--- src/material_id_remap_search_unit_defines.svh ---
// Assertion macros shared by the material id remap search unit.
`ifndef MATERIAL_ID_REMAP_SEARCH_UNIT_DEFINES_SVH
`define MATERIAL_ID_REMAP_SEARCH_UNIT_DEFINES_SVH
`ifndef ASSERT_OFF
// A property checked at every clock edge outside reset.
`define MIRS_ASSERT(lbl, prop, msg) \
  lbl: assert property (@(posedge clk) disable iff (!rst_n) (prop)) else $error(msg);
// A condition that must be followed by a consequence in the next cycle.
`define MIRS_ASSERT_NEXT(lbl, ante, cons, msg) \
  lbl: assert property (@(posedge clk) disable iff (!rst_n) (ante) |=> (cons)) \
    else $error(msg);
`else
`define MIRS_ASSERT(lbl, prop, msg)
`define MIRS_ASSERT_NEXT(lbl, ante, cons, msg)
`endif
`endif

--- src/mirs_pkg.sv ---
// Types and constants shared by the material id remap search unit.
package mirs_pkg;

  // Fixed field widths of the channels.
  localparam int OPCODE_W  = 2;
  localparam int INST_ID_W = 10;
  localparam int ID_W      = 32;
  localparam int INDEX_W   = 12;
  // Width wide enough to hold any table address or count in range.
  localparam int ADDR_EXT_W = 17;

  // Input opcodes.
  localparam logic [OPCODE_W-1:0] OP_LOOKUP    = 2'd0;
  localparam logic [OPCODE_W-1:0] OP_WR_INST   = 2'd1;
  localparam logic [OPCODE_W-1:0] OP_WR_START  = 2'd2;
  localparam logic [OPCODE_W-1:0] OP_WR_PAIR   = 2'd3;

  // Commands passed from the front part to the back part.
  typedef enum logic [2:0] {
    CMD_LOOKUP,
    CMD_PASS,
    CMD_WR_INST,
    CMD_WR_START,
    CMD_WR_PAIR,
    CMD_NOP
  } mirs_cmd_kind_t;

  typedef struct packed {
    mirs_cmd_kind_t          kind;
    logic [INDEX_W-1:0]      index;
    logic [ID_W-1:0]         key;
    logic [ID_W-1:0]         data;
    logic                    flag;
  } mirs_cmd_t;

  // Status of the back part, seen by the front part.
  typedef struct packed {
    logic init_done;
    logic busy;
  } mirs_status_t;

  // Back part sequencer states.
  typedef enum logic [2:0] {
    ST_CLEAR,
    ST_IDLE,
    ST_INST,
    ST_LIST,
    ST_END,
    ST_SEARCH,
    ST_DONE
  } mirs_state_t;

endpackage

--- src/mirs_if.sv ---
// Valid/ready channel interfaces for input items and result items.
interface mirs_in_if;
  import mirs_pkg::*;
  logic                 valid;
  logic                 ready;
  logic [OPCODE_W-1:0]  opcode;
  logic [INST_ID_W-1:0] instance_id;
  logic [ID_W-1:0]      material_id;
  logic [INDEX_W-1:0]   table_index;
  logic [ID_W-1:0]      value_a;
  logic [ID_W-1:0]      value_b;
  logic                 no_remap;

  modport source (output valid, opcode, instance_id, material_id, table_index,
                  value_a, value_b, no_remap, input ready);
  modport sink (input valid, opcode, instance_id, material_id, table_index,
                value_a, value_b, no_remap, output ready);
endinterface


--- src/mirs_front.sv ---
// Front part: accepts input items, checks ranges and turns them into commands.
module mirs_front #(
  parameter int INSTANCE_COUNT = 1024,
  parameter int LIST_COUNT     = 256,
  parameter int PAIR_COUNT     = 4096
) (
  mirs_in_if.sink                in_chan,
  input  mirs_pkg::mirs_status_t status,
  output logic                   push_valid,
  output mirs_pkg::mirs_cmd_t    push_cmd,
  input  logic                   push_ready
);
  import mirs_pkg::*;

  localparam int EW = ADDR_EXT_W;

  logic [EW-1:0] inst_ext;
  logic [EW-1:0] index_ext;

  // Items are taken only once the instance table has been cleared.
  assign in_chan.ready = push_ready && status.init_done;
  assign push_valid    = in_chan.valid && status.init_done;

  assign inst_ext  = EW'(in_chan.instance_id);
  assign index_ext = EW'(in_chan.table_index);

  // Classify the item and resolve range checks and saturation here.
  always_comb begin
    push_cmd.kind  = CMD_NOP;
    push_cmd.index = in_chan.table_index;
    push_cmd.key   = '0;
    push_cmd.data  = '0;
    push_cmd.flag  = 1'b0;
    case (in_chan.opcode)
      OP_LOOKUP: begin
        push_cmd.index = INDEX_W'(in_chan.instance_id);
        push_cmd.key   = in_chan.material_id;
        if (inst_ext < EW'(INSTANCE_COUNT)) begin
          push_cmd.kind = CMD_LOOKUP;
        end else begin
          push_cmd.kind = CMD_PASS;
        end
      end
      OP_WR_INST: begin
        if (index_ext < EW'(INSTANCE_COUNT)) begin
          push_cmd.kind = CMD_WR_INST;
        end
        push_cmd.data = in_chan.value_a;
        push_cmd.flag = !in_chan.no_remap && (in_chan.value_a < ID_W'(LIST_COUNT));
      end
      OP_WR_START: begin
        if (index_ext <= EW'(LIST_COUNT)) begin
          push_cmd.kind = CMD_WR_START;
        end
        push_cmd.data = (in_chan.value_a > ID_W'(PAIR_COUNT)) ?
                        ID_W'(PAIR_COUNT) : in_chan.value_a;
      end
      OP_WR_PAIR: begin
        if (index_ext < EW'(PAIR_COUNT)) begin
          push_cmd.kind = CMD_WR_PAIR;
        end
        push_cmd.key  = in_chan.value_a;
        push_cmd.data = in_chan.value_b;
      end
      default: begin
        push_cmd.kind = CMD_NOP;
      end
    endcase
  end

endmodule

--- src/flat_wrapper.sv ---
// flat-port wrapper written by rule: the top's interface ports become plain ports
module mirs_front_flat import mirs_pkg::*;
#(
  parameter int INSTANCE_COUNT = 1024,
  parameter int LIST_COUNT     = 256,
  parameter int PAIR_COUNT     = 4096
)
  (status, push_valid, push_cmd, push_ready, in_chan_valid, in_chan_opcode, in_chan_instance_id, in_chan_material_id, in_chan_table_index, in_chan_value_a, in_chan_value_b, in_chan_no_remap, in_chan_ready);
  mirs_in_if in_chan_i ();
  input  mirs_pkg::mirs_status_t status;
  output logic push_valid;
  output mirs_pkg::mirs_cmd_t push_cmd;
  input  logic push_ready;
  input wire logic [$bits(in_chan_i.valid)-1:0] in_chan_valid;
  input wire logic [$bits(in_chan_i.opcode)-1:0] in_chan_opcode;
  input wire logic [$bits(in_chan_i.instance_id)-1:0] in_chan_instance_id;
  input wire logic [$bits(in_chan_i.material_id)-1:0] in_chan_material_id;
  input wire logic [$bits(in_chan_i.table_index)-1:0] in_chan_table_index;
  input wire logic [$bits(in_chan_i.value_a)-1:0] in_chan_value_a;
  input wire logic [$bits(in_chan_i.value_b)-1:0] in_chan_value_b;
  input wire logic [$bits(in_chan_i.no_remap)-1:0] in_chan_no_remap;
  output wire logic [$bits(in_chan_i.ready)-1:0] in_chan_ready;
  assign in_chan_i.valid = in_chan_valid;
  assign in_chan_i.opcode = in_chan_opcode;
  assign in_chan_i.instance_id = in_chan_instance_id;
  assign in_chan_i.material_id = in_chan_material_id;
  assign in_chan_i.table_index = in_chan_table_index;
  assign in_chan_i.value_a = in_chan_value_a;
  assign in_chan_i.value_b = in_chan_value_b;
  assign in_chan_i.no_remap = in_chan_no_remap;
  assign in_chan_ready = in_chan_i.ready;
  mirs_front #(.INSTANCE_COUNT(INSTANCE_COUNT), .LIST_COUNT(LIST_COUNT), .PAIR_COUNT(PAIR_COUNT)) u_core (.in_chan(in_chan_i), .status(status), .push_valid(push_valid), .push_cmd(push_cmd), .push_ready(push_ready));
endmodule
--- config.mk ---
export PLATFORM = sky130hd
export DESIGN_NAME = mirs_front_flat
export DESIGN_NICKNAME = d
export VERILOG_FILES = /design/src/material_id_remap_search_unit_defines.svh /design/src/mirs_pkg.sv /design/src/mirs_if.sv /design/src/mirs_front.sv /design/src/flat_wrapper.sv
export SDC_FILE = /design/constraint.sdc
export NUM_CORES = 1
export LEC_CHECK = 0
export BUFFER_PORTS_ARGS = -buffer_cell sky130_fd_sc_hd__clkbuf_2
export CAP_MARGIN = 20
export CORE_AREA = 2 2 80 82
export DETAILED_ROUTE_END_ITERATION = 8
export DIE_AREA = 0 0 82 84
export SYNTH_ARGS = -nofsm -noshare
export SYNTH_HDL_FRONTEND = slang
export SYNTH_SLANG_ARGS = --single-unit
--- constraint.sdc ---
create_clock -name vclk -period 1.5
set_input_delay 0.075 -clock vclk [all_inputs]
set_output_delay 0.075 -clock vclk [all_outputs]
set_load 0.05 [all_outputs]
==> run_results.csv, run 1 <==
group,metric,value,unit
detailed_routing,routed_via_density,4.93,
detailed_routing,drc,0,
outcome,violations,"setup timing",
clock_tree,post-cts-setup-buffers,0,
floorplanning,die_x,82,µm
yosys,avgSynthCellArea,6.86,µm²
floorplanning,num_io_pins,207,
power_and_ir_drop,powerDensity,447,nW/µm²
sta,fin_crit_sh,108,%
grt,grt_pass1_wl,11700,µm
place,globalplace.congestion,0.738,
min_path,hold_class,"primary input to output port",
min_path,min_to,"push_cmd[12]",
detailed_routing,vias,2407,
finish,n_clock_buffer,0,
finish,n_antenna_cell,0,
setup_path,path_class,"primary input to output port",
finish,seq_cell_count,0,
finish,drive_gt1_share,83.5,%
grt,grt_start_max_net_pins,49,
setup_path,critPathRequiredTime,1.42,ns
sta,slew_violations,0,
setup_path,crit_path_end_kind,"output port",
finish,nets,542,
finish,area_growth,206,%
detailed_routing,wl_per_cell,16.6,µm
sta,fin_setup_tns,-1.19,ns
detailed_routing,drt_iter0_markers,91,
min_path,min_path_cells,3,
floorplanning,core,6100,µm²
yosys,netlist_area,1160,µm²
min_path,hp-start,"in_chan_value_b[11]",
power_and_ir_drop,ir_drop,0.000277,V
yosys,ys_warn_count,0,
power_and_ir_drop,leakage,1.82,nW
sta,fin_ws,-0.115,ns
floorplanning,die_y,84,µm
floorplanning,dieArea,6890,µm²
sta,fmax,0.619,GHz
detailed_routing,first_pass_iters,4,
grt,grt_pass1_vias,2385,
sta,rsz0062_at_grt,"true",
finish,multi_input_area,1410,µm²
finish,layout_commonest_cell,"clkbuf_2",
yosys,syn_inst,169,
sta,finalHoldViolCount,0,
sta,max_slew_margin,75.9,%
finish,fin_cells,488,
detailed_routing,ant_nets,0,
sta,worst_slew_pin_slew,0.358,ns
finish,register_area,0,µm²
place,placedCellCount,486,
finish,n_fill_cell,532,
finish,final_cell_mix,"clkbuf_2 (157), buf_4 (56), a22oi_1 (33), nor2_2 (29), buf_12 (20)",
yosys,yosysUniqueCellTypes,32,
setup_path,start_kind,"primary input",
setup_path,cp.arrival,1.54,ns
grt,grt_usage,21.3,%
sta,finalSetupViolCount,12,
yosys,ys_seq_area_share,0,%
grt,antenna_found_initial,0,
floorplanning,fp-row-count,29,
place,dp_hpwl,6300,µm
grt,overflow,0,
sta,finalCriticalPeriod,1.61,ns
outcome,outcome,"finished, violations left",
place,port_buffers,206,
yosys,synth.net_count,298,
run,max-cap-violations,0,
setup_path,path_max_fanout,6,
detailed_routing,drt_wl_total,8120,µm
floorplanning,initial_core_util,19.0,%
==> metrics by stage <==
stage | total power [mW] | utilization, % | hold slack [ns] | setup WS, ns | area, µm²
after floorplan | 0.816 | - | 0.335 | -0.00957 | 1280
after global placement | 1.39 | 49.3 | 0.508 | -0.253 | 3000
after detailed placement | 1.40 | 49.3 | 0.519 | -0.270 | 3000
after CTS | 1.53 | 55.5 | 0.499 | -0.183 | 3380
after global routing | 1.66 | 58.2 | 0.507 | -0.201 | 3550
final | 1.59 | 58.2 | 0.498 | -0.115 | 3550
==> report_power, final <==
group	switching [mW]	internal [mW]	total, mW
Sequential	0	0	0
Clock	0	0	0
Combinational	0.936	0.651	1.59
==> synth_stat cells (all sizes together) <==
| cell type | count | area share, % |
|---|---|---|
| mux2 | 10 | 9.7 |
| nor3 | 1 | 0.43 |
| a22oi | 33 | 21 |
| inv | 5 | 1.6 |
| nor2 | 35 | 11 |
| o21ba | 1 | 0.86 |
| a211oi | 1 | 0.65 |
| o21ai | 1 | 0.43 |
| mux2i | 1 | 0.86 |
| nand2 | 1 | 0.32 |
| nand3 | 1 | 0.43 |
| o41ai | 2 | 3.1 |
| ha | 4 | 4.3 |
| a31oi | 2 | 1.1 |
| a21oi | 1 | 0.43 |
| and2 | 2 | 1.1 |
| clkbuf | 15 | 4.9 |
| nand2b | 2 | 1.3 |
| nor2b | 3 | 1.6 |
| a21boi | 1 | 0.65 |
| nor4 | 10 | 6.5 |
| and3 | 1 | 0.54 |
| a221oi | 1 | 0.76 |
| buf | 3 | 1.6 |
| nor3b | 2 | 1.3 |
| a22o | 30 | 23 |
==> cells by family after synthesis <==
| family | Yosys count | synth area share [%] |
|---|---|---|
| multiplexers | 11 | 10.6 |
| buffers and inverters | 23 | 8.10 |
| adder cells (fa/ha/maj) | 4 | 4.32 |
| AND/OR/NAND/NOR | 58 | 24.8 |
| AO/OA/AOI/OAI | 73 | 52.2 |
==> layer usage <==
metal	vias up	wire length [µm]	GRT usage [%]
met4	0	119	2.73
met1	1120	3100	24.4
met2	118	4310	41.7
met5	-	0	0
li1	1157	-	-
met3	12	585	2.27
==> final cells by class <==
| cell class | count | area share [%] |
|---|---|---|
| well taps | 77 | 2.72 |
| multi-input cells | 146 | 39.7 |
| inverters | 5 | 0.529 |
| repair buffers | 260 | 57.1 |
==> critical path: stages <==
cell and delay (ns):
clkbuf_2 0.10, nor4_2 0.39, a31oi_4 0.15, o41ai_4 0.32, buf_6 0.20, a22o_4 0.14, clkbuf_16 0.16
==> timing repair <==
| item | in CTS | in global routing |
|---|---|---|
| setup endpoints to repair | 58 | 44 |
| pin swaps | 4 | 8 |
| resized for setup | 63 | 61 |
| hold buffers | 0 | 0 |
| cloned | 2 | 0 |
==> worst max-delay path by stage <==
| stage | startpoint | end |
|---|---|---|
| 2_1_floorplan | in_chan_opcode[0] | push_cmd[56] |
| 3_3_place_gp | in_chan_value_a[30] | push_cmd[7] |
| 3_5_place_dp | in_chan_value_a[30] | push_cmd[7] |
| 4_1_cts | in_chan_value_a[29] | push_cmd[7] |
| 5_1_grt | in_chan_value_a[1] | push_cmd[4] |
| 6_report | in_chan_value_a[1] | push_cmd[5] |
No activity file was read; power rests on OpenSTA's default activity.
==> run 2, diff against run 1 <==
==> constraint.sdc (replaced) <==
create_clock -name vclk -period 1.5
set_input_delay 0.15 -clock vclk [all_inputs]
set_output_delay 0.15 -clock vclk [all_outputs]
set_load 0.05 [all_outputs]
==> run_results.csv, run 2 (same netlist as run 1, synthesis figures left out) <==
group,metric,value,unit
outcome,outcome,"finished, violations left",
outcome,violations,"setup timing",
place,pre_cts_ws,-0.507,ns
run,max-cap-violations,0,
min_path,hold_class,"primary input to output port",
sta,finalCriticalPeriod,1.78,ns
setup_path,crit_path_end,"push_cmd[10]",
finish,n_fill_cell,424,
grt,overflow,0,
detailed_routing,wl_per_cell,20.0,µm
power_and_ir_drop,power.internal,0.914,mW
floorplanning,die_y,84,µm
sta,fin_ws,-0.279,ns
floorplanning,num_io_pins,207,
sta,max_slew_margin,71.9,%
grt,grt_usage,27.1,%
clock_tree,cts_hold_buf,0,
finish,fin_cells,508,
detailed_routing,drt_iter0_markers,37,
grt,antenna_found_initial,0,
setup_path,cp.arrival,1.63,ns
floorplanning,fp-row-count,29,
setup_path,critPathRequiredTime,1.35,ns
detailed_routing,vias,2597,
floorplanning,initial_core_util,19.0,%
power_and_ir_drop,leakage,2.15,nW
finish,final_cell_mix,"clkbuf_2 (127), buf_4 (53), nor2_4 (33), buf_12 (33), a22oi_2 (27)",
finish,n_clock_buffer,0,
finish,nets,562,
floorplanning,core,6100,µm²
power_and_ir_drop,p_sw,1.10,mW
detailed_routing,first_pass_iters,4,
sta,hold_ws,0.644,ns
power_and_ir_drop,p_seq_share,0,%
place,port_buffers,206,
sta,worst_slew_pin_slew,0.417,ns
setup_path,path_class,"primary input to output port",
power_and_ir_drop,combinationalPowerShare,100.0,%
finish,seq_cell_count,0,
grt,grt_start_max_net_pins,35,
grt,grt_pass1_vias,2741,
power_and_ir_drop,swShare,54.7,%
finish,fin_util,76.8,%
place,placedCellCount,491,
power_and_ir_drop,powerDensity,430,nW/µm²
sta,rsz0062_at_grt,"true",
power_and_ir_drop,pwr-share-clk,0,%
detailed_routing,ant_nets,0,
power_and_ir_drop,ir_drop,0.000303,V
sta,finalHoldViolCount,0,
sta,fin_crit_sh,119,%
floorplanning,dieArea,6890,µm²
setup_path,crit_path_end_kind,"output port",
place,globalplace.congestion,0.771,
sta,slew_violations,0,
setup_path,path_max_fanout,6,
min_path,hp-start,"in_chan_value_b[28]",
finish,register_area,0,µm²
grt,grt_pass1_wl,14400,µm
detailed_routing,routed_via_density,5.11,
floorplanning,die_x,82,µm
finish,drive_gt1_share,96.1,%
sta,fmax,0.562,GHz
finish,layout_commonest_cell,"clkbuf_2",
finish,area_growth,304,%
setup_path,setup.worst_path.start,"in_chan_value_a[13]",
setup_path,start_kind,"primary input",
detailed_routing,drc,0,
finish,n_antenna_cell,0,
detailed_routing,drt_wl_total,10200,µm
place,dp_hpwl,6440,µm
sta,finalSetupViolCount,32,
-- run 2: changes by cell type in the layout (fill, tap and decap cells not counted), moves of 6 or more --
cell,change
buf_12,+13
nor2_2,-26
buf_8,+10
a22oi_1,-27
nor2_4,+31
a22o_4,+12
clkbuf_4,+9
buf_2,+6
a22oi_2,+27
a22o_1,-8
clkbuf_2,-30
-- run 2: metal layers --
layer,share of wire (%),vias to the layer above,track usage (%)
li1,-,1201,-
met1,34,1258,28.1
met3,7.0,12,3.79
met4,1.8,0,5.61
met5,0,-,0
met2,57,126,54.6
-- run 2: metrics by stage --
step / power, mW / setup TNS [ns] / instance area [µm²]
2_1_floorplan: 0.915 / -1.64 / 1530
3_3_place_gp: 1.57 / -15.07 / 3430
3_5_place_dp: 1.58 / -17.24 / 3430
4_1_cts: 1.91 / -5.13 / 4420
5_1_grt: 2.09 / -8.01 / 4680
6_report: 2.02 / -6.28 / 4680
-- run 2: repair_timing --
item                       4_1_cts  5_1_grt
buffers inserted                 8        4
setup endpoints to repair       75       66
gates cloned                     5        1
pin swaps                       24       10
gates resized for setup        146       70
-- run 2: power groups by stage --
| stage | combinational (mW) | sequential, mW | clock [mW] |
|---|---|---|---|
| floorplan | 0.915 | 0 | 0 |
| global placement | 1.57 | 0 | 0 |
| detailed placement | 1.58 | 0 | 0 |
| CTS | 1.91 | 0 | 0 |
| global route | 2.09 | 0 | 0 |
| finish | 2.02 | 0 | 0 |
-- run 2: how the worst min path moves through the flow --
stage                         endpoint  slack [ns]  depth (start not counted)
after detailed placement  push_cmd[21]        0.64                          3
final                     push_cmd[29]        0.64                          3
after CTS                 push_cmd[21]        0.64                          3
after global routing      push_cmd[29]        0.65                          3
after global placement    push_cmd[21]        0.64                          3
after floorplan           push_cmd[77]        0.48                          1
-- run 2: critical path, stage by stage --
cell	delay (ns)
buf_6	0.11
nor4_4	0.27
nand3_2	0.15
o41ai_4	0.34
buf_4	0.19
clkbuf_16	0.15
a22o_4	0.12
clkbuf_16	0.15
-- run 2: cell type report --
cell class / count / area [µm²] / area share (%)
Multi-Input combinational cell: 147 / 1930 / 41.1
Inverter: 5 / 18.8 / 0.401
Tap cell: 77 / 96.3 / 2.06
Timing Repair Buffer: 279 / 2640 / 56.4
