$ cat config.mk
export PLATFORM = sky130hd
export DESIGN_NAME = mirs_queue
export DESIGN_NICKNAME = d
export VERILOG_FILES = /design/src/material_id_remap_search_unit_defines.svh /design/src/mirs_pkg.sv /design/src/mirs_queue.sv
export SDC_FILE = /design/constraint.sdc
export NUM_CORES = 1
export LEC_CHECK = 0
export ABC_AREA = 1
export BUFFER_PORTS_ARGS = -buffer_cell sky130_fd_sc_hd__buf_2
export CAP_MARGIN = 20
export CORE_MARGIN = 4
export CORE_UTILIZATION = 57
export DETAILED_ROUTE_END_ITERATION = 16
export PLACE_DENSITY = 0.84
export SLEW_MARGIN = 20
export SYNTH_ARGS = -nofsm -noshare
export SYNTH_HDL_FRONTEND = slang
export SYNTH_SLANG_ARGS = --single-unit
$ cat constraint.sdc
create_clock -name clk -period 7.3 [get_ports clk]
set_input_delay 1.095 -clock clk [delete_from_list [all_inputs] [get_ports clk]]
set_output_delay 1.095 -clock clk [all_outputs]
set_load 0.005 [all_outputs]
$ cat src/material_id_remap_search_unit_defines.svh
// Assertion macros shared by the material id remap search unit.
`ifndef MATERIAL_ID_REMAP_SEARCH_UNIT_DEFINES_SVH
`define MATERIAL_ID_REMAP_SEARCH_UNIT_DEFINES_SVH
`ifndef ASSERT_OFF
// A property checked at every clock edge outside reset.
`define MIRS_ASSERT(lbl, prop, msg) \
  lbl: assert property (@(posedge clk) disable iff (!rst_n) (prop)) else $error(msg);
// A condition that must be followed by a consequence in the next cycle.
`define MIRS_ASSERT_NEXT(lbl, ante, cons, msg) \
  lbl: assert property (@(posedge clk) disable iff (!rst_n) (ante) |=> (cons)) \
    else $error(msg);
`else
`define MIRS_ASSERT(lbl, prop, msg)
`define MIRS_ASSERT_NEXT(lbl, ante, cons, msg)
`endif
`endif

$ cat src/mirs_pkg.sv
// Types and constants shared by the material id remap search unit.
package mirs_pkg;

  // Fixed field widths of the channels.
  localparam int OPCODE_W  = 2;
  localparam int INST_ID_W = 10;
  localparam int ID_W      = 32;
  localparam int INDEX_W   = 12;
  // Width wide enough to hold any table address or count in range.
  localparam int ADDR_EXT_W = 17;

  // Input opcodes.
  localparam logic [OPCODE_W-1:0] OP_LOOKUP    = 2'd0;
  localparam logic [OPCODE_W-1:0] OP_WR_INST   = 2'd1;
  localparam logic [OPCODE_W-1:0] OP_WR_START  = 2'd2;
  localparam logic [OPCODE_W-1:0] OP_WR_PAIR   = 2'd3;

  // Commands passed from the front part to the back part.
  typedef enum logic [2:0] {
    CMD_LOOKUP,
    CMD_PASS,
    CMD_WR_INST,
    CMD_WR_START,
    CMD_WR_PAIR,
    CMD_NOP
  } mirs_cmd_kind_t;

  typedef struct packed {
    mirs_cmd_kind_t          kind;
    logic [INDEX_W-1:0]      index;
    logic [ID_W-1:0]         key;
    logic [ID_W-1:0]         data;
    logic                    flag;
  } mirs_cmd_t;

  // Status of the back part, seen by the front part.
  typedef struct packed {
    logic init_done;
    logic busy;
  } mirs_status_t;

  // Back part sequencer states.
  typedef enum logic [2:0] {
    ST_CLEAR,
    ST_IDLE,
    ST_INST,
    ST_LIST,
    ST_END,
    ST_SEARCH,
    ST_DONE
  } mirs_state_t;

endpackage

$ cat src/mirs_queue.sv
// Two-entry command queue between the front and back parts.
module mirs_queue (
  input  logic                clk,
  input  logic                rst_n,
  input  logic                push_valid,
  input  mirs_pkg::mirs_cmd_t push_cmd,
  output logic                push_ready,
  output logic                pop_valid,
  output mirs_pkg::mirs_cmd_t pop_cmd,
  input  logic                pop
);
  import mirs_pkg::*;

  mirs_cmd_t  entry_r [2];
  logic       wr_ptr_r, wr_ptr_nxt;
  logic       rd_ptr_r, rd_ptr_nxt;
  logic [1:0] count_r, count_nxt;
  logic       do_push, do_pop;

  assign push_ready = (count_r != 2'd2);
  assign pop_valid  = (count_r != 2'd0);
  assign pop_cmd    = entry_r[rd_ptr_r];
  assign do_push    = push_valid && push_ready;
  assign do_pop     = pop && pop_valid;

  // Pointer and fill count update.
  always_comb begin
    wr_ptr_nxt = wr_ptr_r ^ do_push;
    rd_ptr_nxt = rd_ptr_r ^ do_pop;
    count_nxt  = count_r + {1'b0, do_push} - {1'b0, do_pop};
  end

  always_ff @(posedge clk) begin
    if (!rst_n) begin
      wr_ptr_r <= 1'b0;
      rd_ptr_r <= 1'b0;
      count_r  <= 2'd0;
    end else begin
      wr_ptr_r <= wr_ptr_nxt;
      rd_ptr_r <= rd_ptr_nxt;
      count_r  <= count_nxt;
    end
  end

  // Entry storage needs no reset.
  always_ff @(posedge clk) begin
    if (do_push) begin
      entry_r[wr_ptr_r] <= push_cmd;
    end
  end

endmodule

==> results.yml, run 1 <==
die:
  die_w_um: 114
  dieArea_sq_um: 13000
  pin_count: 166
  core_sq_um: 10900
  start_util: 0.587
  num_rows: 38
  die_y_um: 114
drt:
  dr.pass1.iters: 5
  vias: 3140
  drt_iter0_drc: 129
  via_per_inst: 5.10
  drc_errors: 0
  ant_nets: 0
  post_drt_wl_per_cell_um: 17.1
  routed_wl_um: 10500
global_routing:
  met1_usage: 0.196
  antenna_found_initial: 0
  grtUsageMet3: 0.0613
  grt_pass1_wl_um: 16100
  use_met2: 0.281
  grt-ovfl-total: 0
  busiest_layer: "met2"
  grt_start_max_net_pins: 81
  grt.total_usage: 0.168
  grt_pass1_vias: 3273
power_and_ir_drop:
  intPower_mw: 2.07
  power.leakage_nw: 3.12
  ir_worst_vdd_uv: 205
  pwr-share-clk: 0.287
  power_frac_comb: 0.240
  pwr_density_cell_nw_per_um2: 352
  swShare: 0.249
  power_mw: 2.76
  sequentialPowerShare: 0.473
  switchingPower_mw: 0.688
layout:
  diodes: 0
  fin_nets: 549
  multi_input_area_sq_um: 1330
  syn_to_final_growth_pct: 22.2
  layout-drive-gt1-share: 0.580
  fill_cells: 709
  seqCellArea_sq_um: 4910
synth:
  synth_top_area_share: 0.748
  synth_ff_type: "edfxtp_1"
  synth_compound_area_frac: 0.000779
  syn_nets: 371
  synth_cell_types: 13
  yosys.area.top_type: "edfxtp_1"
  synth.yosys.seq_area_share: 0.764
  synthXorXnorAreaFrac: 0.00136
  ys_ff_latch: 165
  synth_common_cells: "edfxtp_1, mux2_4, inv_1, nand2_1, buf_12"
  syn_avg_cell_area_sq_um: 22.5
  synth_fa_ha_area_frac: 0.00390
  synth_top_family_by_area: "multiplexers"
  synth_most_common_cell: "edfxtp_1"
  muxShareOfSynthArea: 0.187
  synth_edf_count: 160
  synthArstFlopShare: 0
  syn_inst: 285
  yosys.area_share.simple: 0.0111
  netlist_area_sq_um: 6420
  synth_area_leaders: "edfxtp_1, mux2_4, buf_12, dfxtp_1, inv_1"
  yosysWarnings: 0
timing:
  setup_tns_ns: 0
  period_share: 0.492
  finalSetupViolCount: 0
  drv_slew: 0
  rsz0062_at_grt: "no"
  min_period_ns: 3.59
  slew_headroom: 0.481
  hold_violations: 0
  clock_skew_ns: 0.00863
  worst_slew_pin_slew_ns: 0.778
  final.setup.worst_slack_ns: 3.71
  fmax_ghz: 0.278
flow_run:
  maxCapViolCount: 0
placement:
  gp_congestion: 0.701
  io_buffers: 165
  place_ws_ns: 4.10
  dp_hpwl_um: 6900
clock_network:
  clkLatencyLatePin_ns: 0.41
  cts_setup_buffers: 0
  clock_path_buffers: 2
  cts.htree.levels: 4
  cts_repair_resize_count: 0
  cts_buffers: 17
  cts_root_buffer: "clkbuf_16"
  hold_buffers: 0
  cts_tree: "built"
  cts_sinks: 165
  path_clk_slew_ns: 0.06
hold_path:
  min_path_type: "reg -> reg"
  min_path_cells: 2
setup_path:
  end_kind: "primary output"
  crit_fanout: 41
  cp.arrival_ns: 2.50
  path_class: "reg -> out"
  reg2reg_depth: 5
  cp.required_ns: 6.20
  startpoint_type: "register"
outcome:
  status: "finished, final reports clean"
==> power by group through the flow <==
stage / logic [mW] / clock network [mW] / registers (mW)
final: 0.662 / 0.793 / 1.31
after global routing: 0.716 / 0.864 / 1.32
after CTS: 0.663 / 0.810 / 1.31
after detailed placement: 0.659 / 0 / 1.33
after global placement: 0.648 / 0 / 1.32
after floorplan: 0.502 / 0 / 1.29
==> flip-flops by register name, summed over array words and instances, names as in the netlist, named ones only <==
| name | cells |
|---|---|
| entry_r | 160 |
| count_r | 2 |
| wr_ptr_r | 1 |
| rd_ptr_r | 1 |
==> area by class of cell <==
cell class,instances,share of cell area
flip-flops and latches,165,0.626
clock inverters,9,0.0104
well taps,140,0.0223
inverters,9,0.00431
repair buffers,168,0.111
clock buffers,23,0.0571
multi-input cells,102,0.170
==> worst paths after layout <==
kind | from | slack (ns) | to
worst max register to register | count_r[0] | 4.94 | entry_r[1][5]
worst max-delay path | register | 3.71 | pop_cmd[29]
worst min register to register | rd_ptr_r | 0.52 | register
worst min-delay path | rd_ptr_r | 0.52 | register
==> worst max-delay path: stages, from the launching register on <==
cell and delay [ns]:
dfxtp_4 0.82, buf_4 0.72, mux2_4 0.36, buf_2 0.13
==> kinds of logic after synthesis <==
logic type      Yosys count
compound gates            1
mux                      80
xor+xnor                  1
buf+inv                  18
flops                   165
simple gates             18
fa+ha+maj                 2
==> through the flow <==
step / cells / hold WS (ns) / utilization / cell area (sq um)
finish: 616 / 0.519 / 0.718 / 7850
global route: 616 / 0.549 / 0.718 / 7850
CTS: 615 / 0.520 / 0.715 / 7820
detailed placement: 583 / 0.496 / 0.667 / 7290
global placement: 583 / 0.478 / 0.667 / 7290
floorplan: 285 / 0.467 / - / 6420
==> layout by cell type, fill, tap and decap left out, types with 4 or more instances in the layout <==
master      instances
inv_1               9
nor2_1              6
clkbuf_16          17
edfxtp_1          160
mux2_4             80
clkinvlp_4          4
clkbuf_1            6
nand2_1             9
buf_2             165
dfxtp_1             4
==> per-layer routing <==
metal  up-vias  wire length [um]  share of wire
met3        15               783          0.074
met4         0               176          0.017
met1      1542              4200           0.40
li1       1458                 -              -
met5         -                 0              0
met2       125              5380           0.51
No activity file was read; power rests on OpenSTA's default activity.
==> run 2, diff against run 1 <==
--- a/config.mk
+++ b/config.mk
@@ -9,9 +9,9 @@
 export BUFFER_PORTS_ARGS = -buffer_cell sky130_fd_sc_hd__buf_2
 export CAP_MARGIN = 20
 export CORE_MARGIN = 4
-export CORE_UTILIZATION = 57
+export CORE_UTILIZATION = 47
 export DETAILED_ROUTE_END_ITERATION = 16
-export PLACE_DENSITY = 0.84
+export PLACE_DENSITY = 0.74
 export SLEW_MARGIN = 20
 export SYNTH_ARGS = -nofsm -noshare
 export SYNTH_HDL_FRONTEND = slang
==> constraint.sdc (replaced) <==
create_clock -name clk -period 2.9 [get_ports clk]
set_input_delay 0.435 -clock clk [delete_from_list [all_inputs] [get_ports clk]]
set_output_delay 0.435 -clock clk [all_outputs]
set_load 0.005 [all_outputs]
==> run 2 against run 1 <==
Net effect:
- via count grew 1.5%
- combinational power grew to 2.6 times the previous value
- sequential share of layout area shrank 1.5 points
- clock power grew to 2.9 times the previous value
- hold slack lost 0.32 ns
- sequential power grew 150%
- critical path type unchanged
- critical endpoint is now pop_cmd[1]
- largest power group unchanged
==> results.yml, run 2 (synthesis results as in run 1) <==
setup_path:
  crit_fanout: 29
  r2r_end: "entry_r[0][32]"
  path_class: "reg -> out"
  reg2reg_depth: 6
  timing.rr.start: "count_r[0]"
  startpoint_type: "register"
  cp.required_ns: 2.47
  r2r_slack_ns: 0.99
  cp.arrival_ns: 1.97
  end_kind: "primary output"
die:
  pin_count: 166
  start_util: 0.483
  num_rows: 42
  die_y_um: 125
  dieArea_sq_um: 15600
  core_sq_um: 13300
  die_w_um: 125
drt:
  dr.pass1.iters: 4
  post_drt_wl_per_cell_um: 17.0
  routed_wl_um: 11200
  vias: 3186
  drt_iter0_drc: 180
  via_per_inst: 4.83
  drc_errors: 0
  ant_nets: 0
layout:
  layout-drive-gt1-share: 0.594
  fin_nets: 558
  final_core_util: 0.605
  layout_common_cells: "buf_2, edfxtp_1, mux2_4"
  final_cell_area_sq_um: 8040
  largest_reg_flops: 160
  largest-register: "entry_r"
  syn_to_final_growth_pct: 25.2
  diodes: 0
  fill_cells: 978
  reg.largest.list: "entry_r x160, count_r x2"
  fin_cells: 659
  mostFrequentLayoutCell: "buf_2"
outcome:
  status: "finished, final reports clean"
timing:
  fmax_ghz: 0.416
  final.setup.worst_slack_ns: 0.497
  worst_slew_pin_slew_ns: 0.645
  min_period_ns: 2.40
  holdWs_ns: 0.202
  clock_skew_ns: 0.00660
  hold_violations: 0
  slew_headroom: 0.570
  drv_slew: 0
  finalSetupViolCount: 0
  setup_tns_ns: 0
  period_share: 0.829
  rsz0062_at_grt: "no"
placement:
  dp_hpwl_um: 7650
  io_buffers: 165
  dp.cells: 629
  place_ws_ns: 0.897
  post_dp_cell_area_sq_um: 7420
  gp_congestion: 0.750
flow_run:
  maxCapViolCount: 0
global_routing:
  grt_pass1_vias: 3506
  antenna_found_initial: 1
  grt_pass1_wl_um: 17400
  grt.total_usage: 0.146
  grt_start_max_net_pins: 49
  grt-ovfl-total: 0
clock_network:
  cts_tree: "built"
  clock_path_buffers: 2
  path_clk_slew_ns: 0.06
  cts.htree.levels: 4
  cts_sinks: 165
  cts_buffers: 17
  clkLatencyLatePin_ns: 0.42
  cts_root_buffer: "clkbuf_16"
  cts_setup_buffers: 0
  hold_buffers: 0
  cts_repair_resize_count: 0
hold_path:
  hold_path_end: "entry_r[0][10]"
  hold_path.startpoint: "push_cmd[10]"
  min_path_cells: 1
  min_path_type: "in -> reg"
power_and_ir_drop:
  power_mw: 7.33
  ir_worst_vdd_uv: 534
  pwr_density_cell_nw_per_um2: 912
  power.leakage_nw: 3.22
-- run 2: changes by cell type in the layout (fill, tap and decap cells not counted) --
cell | before | now
buf_12 | 0 | 1
buf_16 | 1 | 0
buf_4 | 2 | 11
bufinv_16 | 1 | 5
clkbuf_1 | 6 | 2
clkinv_2 | 1 | 2
clkinvlp_4 | 4 | 1
-- run 2: worst max path at each step --
stage	startpoint	to	cells after the start
finish	register	pop_cmd[1]	3
global route	register	pop_cmd[1]	3
global placement	push_valid	entry_r[0][50]	5
detailed placement	register	pop_cmd[5]	3
CTS	register	pop_cmd[1]	3
floorplan	count_r[0]	entry_r[1][0]	4
-- run 2: report_power, final --
part	total, mW	switching, mW	internal (mW)
clock	2.33	0.826	1.51
sequential	3.26	0.167	3.10
combinational	1.73	0.758	0.976
-- run 2: metal layers --
| metal | vias up | wire length [um] | share of wire | track usage |
|---|---|---|---|---|
| met5 | - | 11 | 0.00098 | 0 |
| met1 | 1560 | 4440 | 0.40 | 0.166 |
| met2 | 125 | 5570 | 0.50 | 0.240 |
| li1 | 1479 | - | - | - |
| met3 | 20 | 949 | 0.085 | 0.0652 |
| met4 | 2 | 218 | 0.019 | 0.0651 |
-- run 2: layout make-up --
cell class / count / area, sq um / area share
Clock buffer: 19 / 433 / 0.0539
Sequential cell: 165 / 4910 / 0.611
Multi-Input combinational cell: 102 / 1330 / 0.166
Tap cell: 176 / 220 / 0.0274
Timing Repair Buffer: 177 / 928 / 0.115
Clock inverter: 11 / 184 / 0.0229
Inverter: 9 / 33.8 / 0.00420
-- run 2: worst max-delay path: stages (launching register included) --
cell and delay [ns]:
dfxtp_4 0.70, buf_4 0.37, mux2_4 0.33, buf_2 0.13
==> run 3, diff against run 2 <==
--- a/config.mk
+++ b/config.mk
@@ -9,9 +9,9 @@
 export BUFFER_PORTS_ARGS = -buffer_cell sky130_fd_sc_hd__buf_2
 export CAP_MARGIN = 20
 export CORE_MARGIN = 4
-export CORE_UTILIZATION = 47
+export CORE_UTILIZATION = 53
 export DETAILED_ROUTE_END_ITERATION = 16
-export PLACE_DENSITY = 0.74
+export PLACE_DENSITY = 0.79
 export SLEW_MARGIN = 20
 export SYNTH_ARGS = -nofsm -noshare
 export SYNTH_HDL_FRONTEND = slang
==> constraint.sdc (replaced) <==
create_clock -name clk -period 2.4 [get_ports clk]
set_input_delay 0.36 -clock clk [delete_from_list [all_inputs] [get_ports clk]]
set_output_delay 0.36 -clock clk [all_outputs]
set_load 0.005 [all_outputs]
==> run 3 against run 2 <==
Net effect:
- final cell count down 5.5%
- core utilization rose by 7.9 points
- non-clock buffer count decreased by 5
- via count decreased by 1.1%
- clock skew rose by 0.0038 ns
- routed wire length is 1.0% lower
- combinational power up 26%
- die area is 11% lower
- count of clock-buffer cells in the layout stayed put
- hold slack worse by 0.071 ns
- sequential power grew 19%
- critical path type unchanged
- largest power group unchanged
==> results.yml, run 3 (synthesis results as in run 1) <==
setup_path:
  cp.required_ns: 2.04
  path_class: "reg -> out"
  crit_fanout: 19
  end_kind: "primary output"
  startpoint_type: "register"
  cp.arrival_ns: 1.63
layout:
  layout_common_cells: "buf_2, edfxtp_1, mux2_4"
  layout-drive-gt1-share: 0.583
  largest_reg_flops: 160
  largest-register: "entry_r"
  fill_cells: 774
  fin_nets: 553
  mostFrequentLayoutCell: "buf_2"
  diodes: 0
  reg.largest.list: "entry_r x160, count_r x2"
  syn_to_final_growth_pct: 23.7
drt:
  post_drt_wl_per_cell_um: 17.8
  drt_iter0_drc: 190
  ant_nets: 0
  vias: 3150
  drc_errors: 0
  routed_wl_um: 11100
  via_per_inst: 5.06
  dr.pass1.iters: 4
global_routing:
  grt.total_usage: 0.162
  grt_pass1_wl_um: 17200
  antenna_found_initial: 0
  grt-ovfl-total: 0
  grt_pass1_vias: 3320
  grt_start_max_net_pins: 47
clock_network:
  cts_root_buffer: "clkbuf_16"
  cts_sinks: 165
  path_clk_slew_ns: 0.06
  clkLatencyLatePin_ns: 0.42
  cts_repair_resize_count: 0
  cts_buffers: 17
  cts_tree: "built"
  clock_path_buffers: 2
  cts.htree.levels: 4
  cts_setup_buffers: 0
  hold_buffers: 0
timing:
  slew_headroom: 0.694
  clock_skew_ns: 0.0104
  final.setup.worst_slack_ns: 0.407
  drv_slew: 0
  hold_violations: 0
  period_share: 0.831
  worst_slew_pin_slew_ns: 0.459
  rsz0062_at_grt: "no"
  min_period_ns: 1.99
  setup_tns_ns: 0
  finalSetupViolCount: 0
  fmax_ghz: 0.502
die:
  core_sq_um: 11600
  dieArea_sq_um: 13900
  pin_count: 166
  die_w_um: 118
  start_util: 0.553
  die_y_um: 118
  num_rows: 39
placement:
  dp_hpwl_um: 7720
  place_ws_ns: 0.610
  gp_congestion: 0.738
  io_buffers: 165
power_and_ir_drop:
  ir_worst_vdd_uv: 605
  pwr_density_cell_nw_per_um2: 1080
  power.leakage_nw: 3.17
hold_path:
  min_path_type: "in -> reg"
outcome:
  status: "finished, final reports clean"
flow_run:
  maxCapViolCount: 0
-- run 3: cell count changes in the layout (fill, tap and decap cells not counted), sizes merged --
cell	previous run	this run
buf	177	172
clkinv	5	8
clkinvlp	1	3
bufinv	5	2
-- run 3: stage by stage --
stage | cell area [sq um] | instances | hold slack [ns] | util | power (mW)
5_1_grt | 7940 | 623 | 0.111 | 0.684 | 8.98
2_1_floorplan | 6430 | 285 | 0.453 | - | 5.43
3_5_place_dp | 7390 | 591 | 0.498 | 0.637 | 6.17
3_3_place_gp | 7390 | 591 | 0.484 | 0.637 | 6.09
4_1_cts | 7940 | 623 | 0.111 | 0.684 | 8.67
6_report | 7940 | 623 | 0.131 | 0.684 | 8.55
-- run 3: path summary, 6_finish.rpt --
check                                   from        endpoint  slack [ns]  cells past startpoint
worst max-delay path                register     pop_cmd[27]        0.41                      3
worst min-delay path            push_cmd[69]  entry_r[1][69]        0.13                      1
worst max register to register    count_r[0]  entry_r[0][77]        0.60                      6
worst min register to register      rd_ptr_r        rd_ptr_r        0.50                      2
-- run 3: critical path, stage by stage, from the launching register on --
cell and delay (ns):
dfxtp_4 0.41, buf_4 0.34, mux2_4 0.33, buf_2 0.13
-- run 3: per-layer routing --
metal	up-vias	GRT usage	wire length, um
met2	131	0.262	5490
met3	12	0.0625	840
met4	0	0.0725	179
met1	1541	0.194	4570
met5	-	0	0
li1	1466	-	-
-- run 3: final cells by class --
class / instances / area [sq um] / share of cell area
clock buffer: 19 / 433 / 0.0545
clock inverter: 13 / 115 / 0.0145
inverter: 9 / 33.8 / 0.00425
multi-input combinational: 102 / 1330 / 0.168
sequential: 165 / 4910 / 0.618
tap: 143 / 179 / 0.0225
timing repair buffer: 172 / 941 / 0.118
-- run 3: power by group --
part / internal, mW / switching [mW]
clock network: 1.50 / 0.983
registers: 3.74 / 0.142
logic: 1.20 / 0.984
total: 6.44 / 2.11
